==> config.mk <==
export PLATFORM = sky130hd
export DESIGN_NAME = first_fit_heap_allocator_core
export DESIGN_NICKNAME = d
export VERILOG_FILES = /design/src/ffha_pkg.sv /design/src/ffha_ram.sv /design/src/ffha_unit.sv /design/src/first_fit_heap_allocator_core.sv
export SDC_FILE = /design/constraint.sdc
export NUM_CORES = 1
export LEC_CHECK = 0
export BUFFER_PORTS_ARGS = -buffer_cell sky130_fd_sc_hd__buf_2
export CORE_MARGIN = 2
export CORE_UTILIZATION = 68
export DETAILED_ROUTE_END_ITERATION = 8
export GPL_ROUTABILITY_DRIVEN = 0
export PLACE_DENSITY_LB_ADDON = 0.3
export SYNTH_ARGS = -nofsm -noshare
export SYNTH_HDL_FRONTEND = slang
export SYNTH_HIERARCHICAL = 1
export SYNTH_SLANG_ARGS = --single-unit
==> constraint.sdc <==
create_clock -name aclk -period 14.5 [get_ports aclk]
set_input_delay 0 -clock aclk [delete_from_list [all_inputs] [get_ports aclk]]
set_output_delay 0 -clock aclk [all_outputs]
set_load 0.02 [all_outputs]
==> src/ffha_pkg.sv <==
package ffha_pkg;

    // Width of every address and size field on the ports.
    localparam int FIELD_W = 9;

    localparam logic OP_ALLOC = 1'b0;
    localparam logic OP_FREE  = 1'b1;

    typedef enum logic [1:0] {
        STATUS_OK      = 2'd0,
        STATUS_NOMEM   = 2'd1,
        STATUS_BADFREE = 2'd2
    } status_t;

    // The shared unit either adds a + b + header or forms a - b - header.
    typedef enum logic {
        UNIT_ADD_HDR = 1'b0,
        UNIT_SUB_HDR = 1'b1
    } unit_op_t;

endpackage

==> src/ffha_ram.sv <==
module ffha_ram #(
    parameter int WIDTH = 8,
    parameter int DEPTH = 32
) (
    input  logic                     aclk,
    input  logic                     we,
    input  logic [$clog2(DEPTH)-1:0] waddr,
    input  logic [WIDTH-1:0]         wdata,
    input  logic [$clog2(DEPTH)-1:0] raddr,
    output logic [WIDTH-1:0]         rdata
);

    logic [WIDTH-1:0] mem [DEPTH];

    always_ff @(posedge aclk) begin
        if (we) begin
            mem[waddr] <= wdata;
        end
        rdata <= mem[raddr];
    end

endmodule

==> src/ffha_unit.sv <==
module ffha_unit #(
    parameter int VW  = 9,
    parameter int HDR = 16
) (
    input  ffha_pkg::unit_op_t op,
    input  logic [VW-1:0]      a,
    input  logic [VW-1:0]      b,
    output logic [VW+1:0]      res
);

    localparam int UW = VW + 2;

    logic [UW-1:0] ax;
    logic [UW-1:0] bx;
    logic [UW-1:0] hx;

    assign ax = UW'(a);
    assign bx = UW'(b);
    assign hx = UW'(HDR);

    // Two extra bits keep the sum exact; the top bit is the sign of a difference.
    always_comb begin
        case (op)
            ffha_pkg::UNIT_ADD_HDR: res = ax + bx + hx;
            ffha_pkg::UNIT_SUB_HDR: res = ax - bx - hx;
            default:                res = ax + bx + hx;
        endcase
    end

endmodule

==> src/first_fit_heap_allocator_core.sv <==
// Channel  | Ports                                        | Direction
// request  | s_valid s_ready s_op s_alloc_size s_free_offset | in
// response | m_valid m_ready m_status m_payload_offset m_freed_size | out
//
// One request at a time; s_ready is high only while idle. The table sits in a RAM with a
// registered read and is walked one entry per cycle through the shared add/subtract unit.
// An allocate scans to the first free entry that fits, moves the entries behind it up and writes
// the split; a free scans to its block and then repacks the whole table; a miss scans every entry.
// An allocate on a full table answers without a scan. The cycle after reset writes the first free block.
// A response held by m_ready low stalls only the next response, not the next request.
module first_fit_heap_allocator_core #(
    parameter int HEAP_BYTES   = 512,
    parameter int HEADER_BYTES = 16,
    parameter int MAX_BLOCKS   = 32
) (
    input  logic       aclk,
    input  logic       aresetn,
    input  logic       s_valid,
    output logic       s_ready,
    input  logic       s_op,
    input  logic [8:0] s_alloc_size,
    input  logic [8:0] s_free_offset,
    output logic       m_valid,
    input  logic       m_ready,
    output logic [1:0] m_status,
    output logic [8:0] m_payload_offset,
    output logic [8:0] m_freed_size
);

    localparam int FW   = ffha_pkg::FIELD_W;
    localparam int SW   = $clog2(HEAP_BYTES);
    localparam int VW   = (SW > FW) ? SW : FW;
    localparam int UW   = VW + 2;
    localparam int IW   = $clog2(MAX_BLOCKS);
    localparam int CNTW = $clog2(MAX_BLOCKS + 1);

    typedef struct packed {
        logic [SW-1:0] start;
        logic [SW-1:0] bytes;
        logic          free;
    } entry_t;

    typedef enum logic [3:0] {
        ST_INIT,
        ST_IDLE,
        ST_SCAN,
        ST_A_NEW,
        ST_A_GRANT,
        ST_A_SHIFT,
        ST_A_WR_HI,
        ST_A_WR_LO,
        ST_F_PACK,
        ST_F_FLUSH,
        ST_RESP
    } state_t;

    state_t                   state_reg, state_next;
    logic                     op_reg, op_next;
    logic [FW-1:0]            want_reg, want_next;
    logic [FW-1:0]            where_reg, where_next;
    logic [CNTW-1:0]          count_reg, count_next;
    logic [CNTW-1:0]          scan_idx_reg, scan_idx_next;
    logic                     rd_vld_reg, rd_vld_next;
    logic [IW-1:0]            rd_idx_reg, rd_idx_next;
    logic [IW-1:0]            hit_idx_reg, hit_idx_next;
    logic [SW-1:0]            hit_start_reg, hit_start_next;
    logic [SW-1:0]            rem_reg, rem_next;
    logic [SW-1:0]            new_start_reg, new_start_next;
    logic [IW-1:0]            src_reg, src_next;
    logic                     cp_vld_reg, cp_vld_next;
    logic [IW-1:0]            cp_idx_reg, cp_idx_next;
    logic                     p_vld_reg, p_vld_next;
    entry_t                   p_reg, p_next;
    logic [IW-1:0]            wr_idx_reg, wr_idx_next;
    ffha_pkg::status_t        status_reg, status_next;
    logic [FW-1:0]            granted_reg, granted_next;
    logic [FW-1:0]            freed_reg, freed_next;
    logic                     m_valid_reg, m_valid_next;
    ffha_pkg::status_t        m_status_reg, m_status_next;
    logic [FW-1:0]            m_payload_offset_reg, m_payload_offset_next;
    logic [FW-1:0]            m_freed_size_reg, m_freed_size_next;

    logic                     ram_we;
    logic [IW-1:0]            ram_waddr;
    entry_t                   ram_wdata;
    logic [IW-1:0]            ram_raddr;
    entry_t                   ram_rdata;

    ffha_pkg::unit_op_t       unit_op;
    logic [VW-1:0]            unit_a;
    logic [VW-1:0]            unit_b;
    logic [UW-1:0]            unit_res;

    logic                     scan_more;
    logic                     hit;
    entry_t                   cur;

    ffha_ram #(
        .WIDTH($bits(entry_t)),
        .DEPTH(MAX_BLOCKS)
    ) u_table (
        .aclk (aclk),
        .we   (ram_we),
        .waddr(ram_waddr),
        .wdata(ram_wdata),
        .raddr(ram_raddr),
        .rdata(ram_rdata)
    );

    ffha_unit #(
        .VW (VW),
        .HDR(HEADER_BYTES)
    ) u_unit (
        .op (unit_op),
        .a  (unit_a),
        .b  (unit_b),
        .res(unit_res)
    );

    assign s_ready          = (state_reg == ST_IDLE);
    assign m_valid          = m_valid_reg;
    assign m_status         = m_status_reg;
    assign m_payload_offset = m_payload_offset_reg;
    assign m_freed_size     = m_freed_size_reg;

    assign scan_more = (scan_idx_reg < count_reg);

    // Operand selection for the shared unit.
    always_comb begin
        unit_op = ffha_pkg::UNIT_ADD_HDR;
        unit_a  = '0;
        unit_b  = '0;
        case (state_reg)
            ST_SCAN: begin
                if (op_reg == ffha_pkg::OP_ALLOC) begin
                    unit_op = ffha_pkg::UNIT_SUB_HDR;
                    unit_a  = VW'(ram_rdata.bytes);
                    unit_b  = VW'(want_reg);
                end else begin
                    unit_a = VW'(ram_rdata.start);
                end
            end
            ST_A_NEW: begin
                unit_a = VW'(hit_start_reg);
                unit_b = VW'(want_reg);
            end
            ST_A_GRANT: begin
                unit_a = VW'(hit_start_reg);
            end
            ST_F_PACK: begin
                unit_a = VW'(p_reg.bytes);
                unit_b = VW'(ram_rdata.bytes);
            end
            default: begin
                unit_a = '0;
            end
        endcase
    end

    always_comb begin
        if (op_reg == ffha_pkg::OP_ALLOC) begin
            hit = ram_rdata.free && !unit_res[UW-1];
        end else begin
            hit = !ram_rdata.free && (unit_res == UW'(where_reg));
        end
        cur = ram_rdata;
        if (rd_idx_reg == hit_idx_reg) begin
            cur.free = 1'b1;
        end
    end

    always_comb begin
        state_next            = state_reg;
        op_next               = op_reg;
        want_next             = want_reg;
        where_next            = where_reg;
        count_next            = count_reg;
        scan_idx_next         = scan_idx_reg;
        rd_vld_next           = rd_vld_reg;
        rd_idx_next           = rd_idx_reg;
        hit_idx_next          = hit_idx_reg;
        hit_start_next        = hit_start_reg;
        rem_next              = rem_reg;
        new_start_next        = new_start_reg;
        src_next              = src_reg;
        cp_vld_next           = cp_vld_reg;
        cp_idx_next           = cp_idx_reg;
        p_vld_next            = p_vld_reg;
        p_next                = p_reg;
        wr_idx_next           = wr_idx_reg;
        status_next           = status_reg;
        granted_next          = granted_reg;
        freed_next            = freed_reg;
        m_valid_next          = m_valid_reg && !m_ready;
        m_status_next         = m_status_reg;
        m_payload_offset_next = m_payload_offset_reg;
        m_freed_size_next     = m_freed_size_reg;
        ram_we                = 1'b0;
        ram_waddr             = '0;
        ram_wdata             = '0;
        ram_raddr             = '0;

        case (state_reg)
            ST_INIT: begin
                ram_we          = 1'b1;
                ram_wdata.start = '0;
                ram_wdata.bytes = SW'(HEAP_BYTES - HEADER_BYTES);
                ram_wdata.free  = 1'b1;
                count_next      = CNTW'(1);
                state_next      = ST_IDLE;
            end
            ST_IDLE: begin
                if (s_valid) begin
                    op_next       = s_op;
                    want_next     = s_alloc_size;
                    where_next    = s_free_offset;
                    scan_idx_next = '0;
                    rd_vld_next   = 1'b0;
                    granted_next  = '0;
                    freed_next    = '0;
                    // A full table cannot take a split, so the answer is known.
                    if (s_op == ffha_pkg::OP_ALLOC && count_reg == CNTW'(MAX_BLOCKS)) begin
                        status_next = ffha_pkg::STATUS_NOMEM;
                        state_next  = ST_RESP;
                    end else begin
                        state_next = ST_SCAN;
                    end
                end
            end
            ST_SCAN: begin
                ram_raddr = scan_idx_reg[IW-1:0];
                if (scan_more) begin
                    rd_vld_next   = 1'b1;
                    rd_idx_next   = scan_idx_reg[IW-1:0];
                    scan_idx_next = scan_idx_reg + CNTW'(1);
                end else begin
                    rd_vld_next = 1'b0;
                end
                if (rd_vld_reg && hit) begin
                    hit_idx_next = rd_idx_reg;
                    if (op_reg == ffha_pkg::OP_ALLOC) begin
                        hit_start_next = ram_rdata.start;
                        rem_next       = unit_res[SW-1:0];
                        state_next     = ST_A_NEW;
                    end else begin
                        freed_next    = FW'(ram_rdata.bytes);
                        status_next   = ffha_pkg::STATUS_OK;
                        scan_idx_next = '0;
                        rd_vld_next   = 1'b0;
                        p_vld_next    = 1'b0;
                        wr_idx_next   = '0;
                        state_next    = ST_F_PACK;
                    end
                end else if (!rd_vld_reg && !scan_more) begin
                    if (op_reg == ffha_pkg::OP_ALLOC) begin
                        status_next = ffha_pkg::STATUS_NOMEM;
                    end else begin
                        status_next = ffha_pkg::STATUS_BADFREE;
                    end
                    state_next = ST_RESP;
                end
            end
            ST_A_NEW: begin
                new_start_next = unit_res[SW-1:0];
                state_next     = ST_A_GRANT;
            end
            ST_A_GRANT: begin
                granted_next = unit_res[FW-1:0];
                src_next     = IW'(count_reg - CNTW'(1));
                cp_vld_next  = 1'b0;
                state_next   = ST_A_SHIFT;
            end
            ST_A_SHIFT: begin
                // Entries behind the split move up by one, highest first; a read
                // issued in one cycle is written one slot higher in the next.
                if (src_reg > hit_idx_reg) begin
                    ram_raddr   = src_reg;
                    cp_vld_next = 1'b1;
                    cp_idx_next = src_reg;
                    src_next    = src_reg - IW'(1);
                end else begin
                    cp_vld_next = 1'b0;
                end
                if (cp_vld_reg) begin
                    ram_we    = 1'b1;
                    ram_waddr = cp_idx_reg + IW'(1);
                    ram_wdata = ram_rdata;
                end
                if (!(src_reg > hit_idx_reg) && !cp_vld_reg) begin
                    state_next = ST_A_WR_HI;
                end
            end
            ST_A_WR_HI: begin
                ram_we          = 1'b1;
                ram_waddr       = hit_idx_reg + IW'(1);
                ram_wdata.start = new_start_reg;
                ram_wdata.bytes = rem_reg;
                ram_wdata.free  = 1'b1;
                state_next      = ST_A_WR_LO;
            end
            ST_A_WR_LO: begin
                ram_we          = 1'b1;
                ram_waddr       = hit_idx_reg;
                ram_wdata.start = hit_start_reg;
                ram_wdata.bytes = SW'(want_reg);
                ram_wdata.free  = 1'b0;
                count_next      = count_reg + CNTW'(1);
                status_next     = ffha_pkg::STATUS_OK;
                state_next      = ST_RESP;
            end
            ST_F_PACK: begin
                // Rewrite the table in place, folding each free entry into a
                // free entry held just before it. Writes trail the reads.
                ram_raddr = scan_idx_reg[IW-1:0];
                if (scan_more) begin
                    rd_vld_next   = 1'b1;
                    rd_idx_next   = scan_idx_reg[IW-1:0];
                    scan_idx_next = scan_idx_reg + CNTW'(1);
                end else begin
                    rd_vld_next = 1'b0;
                end
                if (rd_vld_reg) begin
                    if (!p_vld_reg) begin
                        p_next     = cur;
                        p_vld_next = 1'b1;
                    end else if (p_reg.free && cur.free) begin
                        p_next.bytes = unit_res[SW-1:0];
                    end else begin
                        ram_we      = 1'b1;
                        ram_waddr   = wr_idx_reg;
                        ram_wdata   = p_reg;
                        wr_idx_next = wr_idx_reg + IW'(1);
                        p_next      = cur;
                    end
                end else if (!scan_more) begin
                    state_next = ST_F_FLUSH;
                end
            end
            ST_F_FLUSH: begin
                ram_we     = 1'b1;
                ram_waddr  = wr_idx_reg;
                ram_wdata  = p_reg;
                count_next = CNTW'(wr_idx_reg) + CNTW'(1);
                state_next = ST_RESP;
            end
            ST_RESP: begin
                if (!m_valid_reg || m_ready) begin
                    m_valid_next          = 1'b1;
                    m_status_next         = status_reg;
                    m_payload_offset_next = granted_reg;
                    m_freed_size_next     = freed_reg;
                    state_next            = ST_IDLE;
                end
            end
            default: begin
                state_next = ST_INIT;
            end
        endcase
    end

    always_ff @(posedge aclk) begin
        if (!aresetn) begin
            state_reg   <= ST_INIT;
            count_reg   <= CNTW'(1);
            rd_vld_reg  <= 1'b0;
            cp_vld_reg  <= 1'b0;
            p_vld_reg   <= 1'b0;
            m_valid_reg <= 1'b0;
        end else begin
            state_reg   <= state_next;
            count_reg   <= count_next;
            rd_vld_reg  <= rd_vld_next;
            cp_vld_reg  <= cp_vld_next;
            p_vld_reg   <= p_vld_next;
            m_valid_reg <= m_valid_next;
        end
        op_reg               <= op_next;
        want_reg             <= want_next;
        where_reg            <= where_next;
        scan_idx_reg         <= scan_idx_next;
        rd_idx_reg           <= rd_idx_next;
        hit_idx_reg          <= hit_idx_next;
        hit_start_reg        <= hit_start_next;
        rem_reg              <= rem_next;
        new_start_reg        <= new_start_next;
        src_reg              <= src_next;
        cp_idx_reg           <= cp_idx_next;
        p_reg                <= p_next;
        wr_idx_reg           <= wr_idx_next;
        status_reg           <= status_next;
        granted_reg          <= granted_next;
        freed_reg            <= freed_next;
        m_status_reg         <= m_status_next;
        m_payload_offset_reg <= m_payload_offset_next;
        m_freed_size_reg     <= m_freed_size_next;
    end

endmodule

Yosys cells after proc, flatten, opt, wreduce, memory -nomap -nowiden

Memories as Yosys holds them, arrays and structs flattened. A register that Yosys moved wholly into a read port is not among the register bits.
Cells that the tools add are included.

Output and inout bits: 22
Bits in read-only memories: 0
Bits in latches: 0
RAM bits: 608
Bits of input ports: 23
Bits in registers: 150
Memories kept: 1
Word-level logic and storage cells: 199

Memory list:

| name        | words | width | rd ports | clocked after memory_dff | wr ports | line           | RTL |
|---|---|---|---|---|---|---|---|
| u_table.mem | 32    | 19    | 1        | 1                        | 1        | ffha_ram.sv:13 | `logic [WIDTH-1:0] mem [DEPTH];` |

Equal/unequal tests: 28
Add/sub/neg operators: 12
Shift-type cells: 0
Bitwise operators: 3
Reductions and logical operators: 45
$mul: 0
Divide/modulo/power cells: 0
Multiplexer cells: 81
$lt $le $gt $ge: 2

Operators with widths:

| operator                                                        | count |
|---|---|
| 19-bit case mux with 6 select lines                             | 1 |
| 19-bit two-way mux                                              | 5 |
| 9-bit two-way mux                                               | 7 |
| 5-bit two-way mux                                               | 11 |
| 9-bit case mux with 3 select lines                              | 2 |
| 4-bit case mux with 10 select lines                             | 1 |
| 4-bit two-way mux                                               | 9 |
| 6-bit case mux with 3 select lines                              | 2 |
| 9-bit case mux with 2 select lines                              | 2 |
| 5-bit case mux with 2 select lines                              | 3 |
| 5-bit case mux with 5 select lines                              | 1 |
| 6-bit two-way mux                                               | 4 |
| 2-bit inequality test, second input constant                    | 12 |
| 11-bit case mux with 2 select lines                             | 1 |
| 1-bit two-way mux                                               | 21 |
| 2-bit AND reduction                                             | 9 |
| 4-bit by 3-bit == test with 1-bit output, second input constant | 4 |
| 5-bit by 1-bit adder with 5-bit output, second input constant   | 3 |
| 6-bit by 1-bit adder with 6-bit output, second input constant   | 2 |
| 4-bit == test, second input constant                            | 3 |
| 2-bit two-way mux                                               | 6 |
| 6-bit AND reduction                                             | 2 |
| 11-bit by 5-bit adder with 11-bit output, second input constant | 1 |
| 11-bit by 9-bit == test with 1-bit output                       | 1 |
| 28 further kinds                                                | 58 |

Depth between registers and ports, before layout

Depth after elaboration: 12
Depth in mapped cells: 24
Gate-level depth less buffers: 23

Hierarchy

Netlist, hierarchy kept.

Modules (own cells, without submodules):

| module                        | area each (µm²) | cells each | instances | sequential area each (µm²) |
|---|---|---|---|---|
| ffha_ram                      | 24245.8         | 1346       | 1         | 18637.9 |
| first_fit_heap_allocator_core | 7330.8          | 604        | 1         | 4364.2 |
| ffha_unit                     | 1147.4          | 155        | 1         | 0.0 |

Least setup slack after synthesis

OpenSTA, ideal clock, no wires.

Kind: register -> register
From: register state_reg[1]
To: register hit_start_reg[0], enable pin
Data arrival time: 5.729 ns
Setup slack: 8.356 ns
Required time: 14.084 ns
Period minus slack after synthesis: 6.144 ns
Cell stages (with the launch flop): 23
Library setup time: 0.416 ns
Buffers on the path: 2
Cell sequence: dfxtp_1 > buf_2 > buf_1 > o21ai_0 > nor3_2 > a22o_1 > ha_1 > inv_1 > fa_1 > a21oi_1 > o21bai_1 > xnor2_1 > ha_1 > nand3_1 > a2bb2oi_1 > or3_1 > a31oi_1 > xor2_1 > nor4_1 > nand3_1 > inv_1 > nor2_1 > nor3_1

Elaborated cells between the ends (all ways): 21
Those cells by class: add/sub: 4; eq/ne: 5; mux: 5; bitwise: 1; reduce/logical: 6

RTL lines:

| what                                                                                                      | line                                 | RTL |
|---|---|---|
| start: declaration                                                                                        | first_fit_heap_allocator_core.sv:57  | `state_t state_reg, state_next;` |
| start signal: assignment                                                                                  | first_fit_heap_allocator_core.sv:370 | `state_reg <= state_next;` |
| 4-bit == test or 4-bit by 2-bit == test with 1-bit output (tied branches)                                 | first_fit_heap_allocator_core.sv:133 | `case (state_reg)` |
| 9-bit case mux with 3 select lines (*)                                                                    | first_fit_heap_allocator_core.sv:133 |  |
| named net unit_b[0]                                                                                       | first_fit_heap_allocator_core.sv:91  | `logic [VW-1:0] unit_b;` |
| 9-bit by 9-bit subtractor with 10-bit output or 9-bit by 9-bit adder with 10-bit output (tied branches)   | --                                   |  |
| 11-bit by 5-bit subtractor with 11-bit output or 11-bit by 5-bit adder with 11-bit output (tied branches) | --                                   |  |
| 11-bit case mux with 2 select lines (*)                                                                   | ffha_unit.sv:23                      | `case (op)` |
| named net unit_res[8]                                                                                     | first_fit_heap_allocator_core.sv:92  | `logic [UW-1:0] unit_res;` |
| 11-bit by 9-bit == test with 1-bit output (*)                                                             | first_fit_heap_allocator_core.sv:164 | `hit = !ram_rdata.free && (unit_res == UW'(where_reg));` |
| 1-bit logical AND (*)                                                                                     | first_fit_heap_allocator_core.sv:164 |  |
| 1-bit two-way mux (*)                                                                                     | first_fit_heap_allocator_core.sv:161 | `if (op_reg == ffha_pkg::OP_ALLOC) begin` |
| 1-bit logical AND (*)                                                                                     | first_fit_heap_allocator_core.sv:239 | `if (rd_vld_reg && hit) begin` |
| 3-bit AND reduction (no source line) (*)                                                                  | --                                   |  |
| end signal: assignment                                                                                    | first_fit_heap_allocator_core.sv:383 | `hit_start_reg <= hit_start_next;` |
| end: declaration                                                                                          | first_fit_heap_allocator_core.sv:66  | `logic [SW-1:0] hit_start_reg, hit_start_next;` |

Mark *: on every way through the listed nets, which the timed path passes. The rest lies on a longest branch.
A chain may end at the register's enable or synchronous reset.

Worst setup path after layout

From: register state_reg[0]
To: register freed_reg[1], enable pin

Word-level cells in the longest chain between the ends: 12
Elaborated cells between the ends (all ways): 26
Those cells by class: add/sub: 4; eq/ne: 9; mux: 5; bitwise: 1; reduce/logical: 7

RTL lines:

| what                                                                                                      | line                                 | RTL |
|---|---|---|
| 4-bit by 3-bit == test with 1-bit output or 4-bit by 2-bit == test with 1-bit output (tied branches)      | first_fit_heap_allocator_core.sv:133 |  |
| 2-bit OR reduction (no source line)                                                                       | --                                   |  |
| 9-bit case mux with 3 select lines (*)                                                                    | first_fit_heap_allocator_core.sv:133 |  |
| named net unit_a[0]                                                                                       | first_fit_heap_allocator_core.sv:90  | `logic [VW-1:0] unit_a;` |
| 9-bit by 9-bit subtractor with 10-bit output or 9-bit by 9-bit adder with 10-bit output (tied branches)   | --                                   |  |
| 11-bit by 5-bit subtractor with 11-bit output or 11-bit by 5-bit adder with 11-bit output (tied branches) | --                                   |  |
| 11-bit case mux with 2 select lines (*)                                                                   | ffha_unit.sv:23                      |  |
| named net unit_res[8]                                                                                     | first_fit_heap_allocator_core.sv:92  |  |
| 11-bit by 9-bit == test with 1-bit output (*)                                                             | first_fit_heap_allocator_core.sv:164 |  |
| 1-bit logical AND (*)                                                                                     | first_fit_heap_allocator_core.sv:164 |  |
| 1-bit two-way mux (*)                                                                                     | first_fit_heap_allocator_core.sv:161 |  |
| 1-bit logical AND (*)                                                                                     | first_fit_heap_allocator_core.sv:239 |  |
| 2-bit inequality test (no source line) (*)                                                                | --                                   |  |
| 4-bit AND reduction (no source line) (*)                                                                  | --                                   |  |
| end signal: assignment                                                                                    | first_fit_heap_allocator_core.sv:392 | `freed_reg <= freed_next;` |
| end: declaration                                                                                          | first_fit_heap_allocator_core.sv:77  | `logic [FW-1:0] freed_reg, freed_next;` |

Marks and branches as above.

==> flow_metrics.py <==
metrics = {
    "status": {
        "outcome": "complete, but fails checks",
        "failed_checks": "design-rule violations",
    },
    "critical_path": {
        "cp_max_fo": 23,
        "cp-end-kind": "register",
        "critPathKind": "reg -> reg",
        "required_ns": 14.80,
        "cp.arrival_ns": 7.55,
        "reg2reg_depth": 22,
        "worstSetupStartpointType": "register",
    },
    "floorplanning": {
        "die_w_um": 223,
        "core-area_um2": 47600,
        "num_rows": 80,
        "dieArea_um2": 49900,
        "start_util": 0.687,
        "num_io_pins": 45,
        "fp.dieH_um": 223,
    },
    "sta": {
        "max_freq_mhz": 138,
        "setup_viol_count_final": 0,
        "whs_ns": 0.0899,
        "worstMarginPinSlew_ns": 1.30,
        "finalSetupTns_ns": 0,
        "finalCritPeriodShare": 0.500,
        "drv_slew": 0,
        "worst_slew_margin_rel": 0.130,
        "hold_violations": 0,
        "rsz0062_at_grt": "false",
        "skew_ns": 0.0282,
        "min_period_ns": 7.25,
    },
    "hold_path": {
        "hp-class": "in -> reg",
        "min_path_cells": 2,
    },
    "final_layout": {
        "diodes": 0,
        "largest_register_ff_count": 608,
        "layout.nets": 2254,
        "multiInputGateArea_um2": 8940,
        "area_growth_pct": 10.1,
        "fillers": 2737,
        "drive_above_1_share": 0.115,
        "seq_area_um2": 23000,
    },
    "synthesis": {
        "yosysUniqueCellTypes": 77,
        "yosys_warnings": 6,
        "async_reset_ff_frac": 0,
        "netlist.area_leader.share": 0.683,
        "netlist_area_um2": 32700,
        "synth_edf_count": 744,
        "synth_flop_cell": "edfxtp_1",
        "netlist_instances": 2105,
        "syn_area_per_cell_um2": 15.5,
        "yosys_register_bits": 777,
        "synth_fp_nets": 2173,
        "ys_seq_area_frac": 0.703,
        "synth_top_cell_by_area": "edfxtp_1",
        "synth_area_leaders": "edfxtp_1 (68%), mux2i_1 (9.8%), dfxtp_1 (2.0%)",
    },
    "global_route": {
        "antenna_found_initial": 0,
        "grt_usage": 0.312,
        "grt_start_max_net_pins": 139,
        "grt_overflow_total": 0,
        "grt_first_pass_wirelength_mm": 115,
        "grt_pass1_vias": 19400,
    },
    "routing": {
        "routedWlPerCell_um": 27.0,
        "wirelength_mm": 77.3,
        "ant_nets": 0,
        "drtIter0Drc": 2866,
        "via_per_inst": 6.76,
        "dr.pass1.iters": 8,
        "drc_errors": 1,
        "vias": 19400,
    },
    "clock_tree": {
        "clock_path_buffers": 3,
        "clock_sinks": 777,
        "numCtsBuffers": 76,
        "cts_setup_buffers": 0,
        "insertion_delay_ns": 0.63,
        "cts_tree": "done",
        "cts_root_buffer": "clkbuf_16",
        "cts_max_level": 3,
        "clk_pin_slew_ns": 0.07,
    },
    "placed_design": {
        "place.port_buffers": 44,
        "hpwl_mm": 44.9,
    },
    "power": {
        "p_total_w": 0.00731,
        "ir_drop_mv": 0.160,
        "p_per_area_nw_per_um2": 203,
        "leakage_nw": 11.6,
    },
    "flow_run": {
        "drv_cap": 0,
    },
}
cells by family after synthesis:
kind of cell | Yosys count | synth area share
muxes | 330 | 0.101
xor gates and xnor gates | 48 | 0.0128
and+or+nand+nor | 408 | 0.0614
AOI/OAI and AO/OA | 342 | 0.0769
buffers and inverters | 155 | 0.0270
DFF | 777 | 0.703
adders and majority gates | 45 | 0.0177
cell type report:
class	instances	share of cell area
timing repair buffer	118	0.0233
inverter	40	0.00417
clock buffer	108	0.0576
multi-input combinational	1173	0.248
sequential	777	0.639
tap	615	0.0214
clock inverter	32	0.00684
routing by layer:
| layer | share of wire | GRT usage | vias up | wire length [µm] |
|---|---|---|---|---|
| met3 | 0.087 | 0.0520 | 243 | 6700 |
| met2 | 0.49 | 0.517 | 1163 | 37700 |
| met5 | 0 | 0 | - | 0 |
| met4 | 0.055 | 0.163 | 0 | 4280 |
| met1 | 0.37 | 0.402 | 9574 | 28600 |
| li1 | - | - | 8386 | - |
report_power, final:
group          total, W  switching (W)  internal [W]
clock           0.00185       0.000808       0.00104
sequential      0.00300       0.000133       0.00286
combinational   0.00247        0.00164      0.000832
worst paths after layout:
check | endpoint | slack, ns | start
setup / recovery | freed_reg[1]$_SDFFCE_PN0P_ | 7.25 | state_reg[0]$_SDFFE_PN0P_
hold / removal | where_reg[6]$_DFFE_PP_ | 0.09 | s_free_offset[6]
setup reg to reg | freed_reg[1]$_SDFFCE_PN0P_ | 7.25 | state_reg[0]$_SDFFE_PN0P_
hold reg to reg | m_freed_size[6]$_DFFE_PP_ | 0.41 | freed_reg[6]$_SDFFCE_PN0P_
cell usage after synthesis, drive strengths merged (16+ instances only):
master and number:
nor2 88, a221o 16, clkbuf 35, inv 40
a22oi 81, ha 43, nand4 24, dfxtp 33
nand3 58, a31oi 28, o21ai 29, xnor2 21
nand2 114, buf 80, xor2 27, edfxtp 744
nor3 40, a22o 52, a21oi 64, mux2i 320
metrics by stage:
step | util | instances | setup WS (ns) | area (µm²)
final | 0.756 | 2863 | 7.25 | 36000
after global routing | 0.756 | 2863 | 6.91 | 36000
after CTS | 0.756 | 2862 | 7.27 | 36000
after detailed placement | 0.703 | 2700 | 7.31 | 33500
after global placement | 0.703 | 2700 | 7.60 | 33500
after floorplan | - | 2105 | 8.36 | 32700
timing repair:
item                                   CTS  global route
hold buffers                            22             0
gates resized for setup                  0             0
endpoints found under the hold margin   33             0
layout by cell type, fill, tap and decap left out, types with 21 or more instances in the layout:
| cell | count |
|---|---|
| xnor2_1 | 21 |
| edfxtp_1 | 744 |
| a22o_1 | 51 |
| inv_1 | 40 |
| nand3_1 | 58 |
| a21oi_1 | 63 |
| nand2_1 | 114 |
| dlygate4sd3_1 | 22 |
| buf_4 | 50 |
| xor2_1 | 27 |
| nor3_1 | 34 |
| nor2_1 | 62 |
| o21ai_0 | 26 |
| a31oi_1 | 27 |
| dfxtp_1 | 33 |
| clkbuf_16 | 77 |
| buf_2 | 45 |
| nor2_2 | 25 |
| nand4_1 | 24 |
| a22oi_1 | 81 |
| mux2i_1 | 320 |
| ha_1 | 43 |
| clkbuf_1 | 28 |
critical path, cell delays in order (launching register included):
cell       delay [ns]
dfxtp_1          0.83
nand2b_1         0.36
or3_1            0.59
nor2_1           0.12
a221o_1          0.30
inv_1            0.07
ha_1             0.21
inv_1            0.07
fa_1             0.40
a21oi_1          0.26
o21bai_1         0.12
xnor2_1          0.27
ha_1             0.28
nand3_1          0.11
a2bb2oi_1        0.14
or3_1            0.33
a31oi_1          0.50
xor2_1           0.16
nor4_1           0.43
nand3_1          0.24
and2_1           0.29
a211oi_1         0.54
buf_2            0.31
Note: power is estimated with default switching activity, not from simulation.
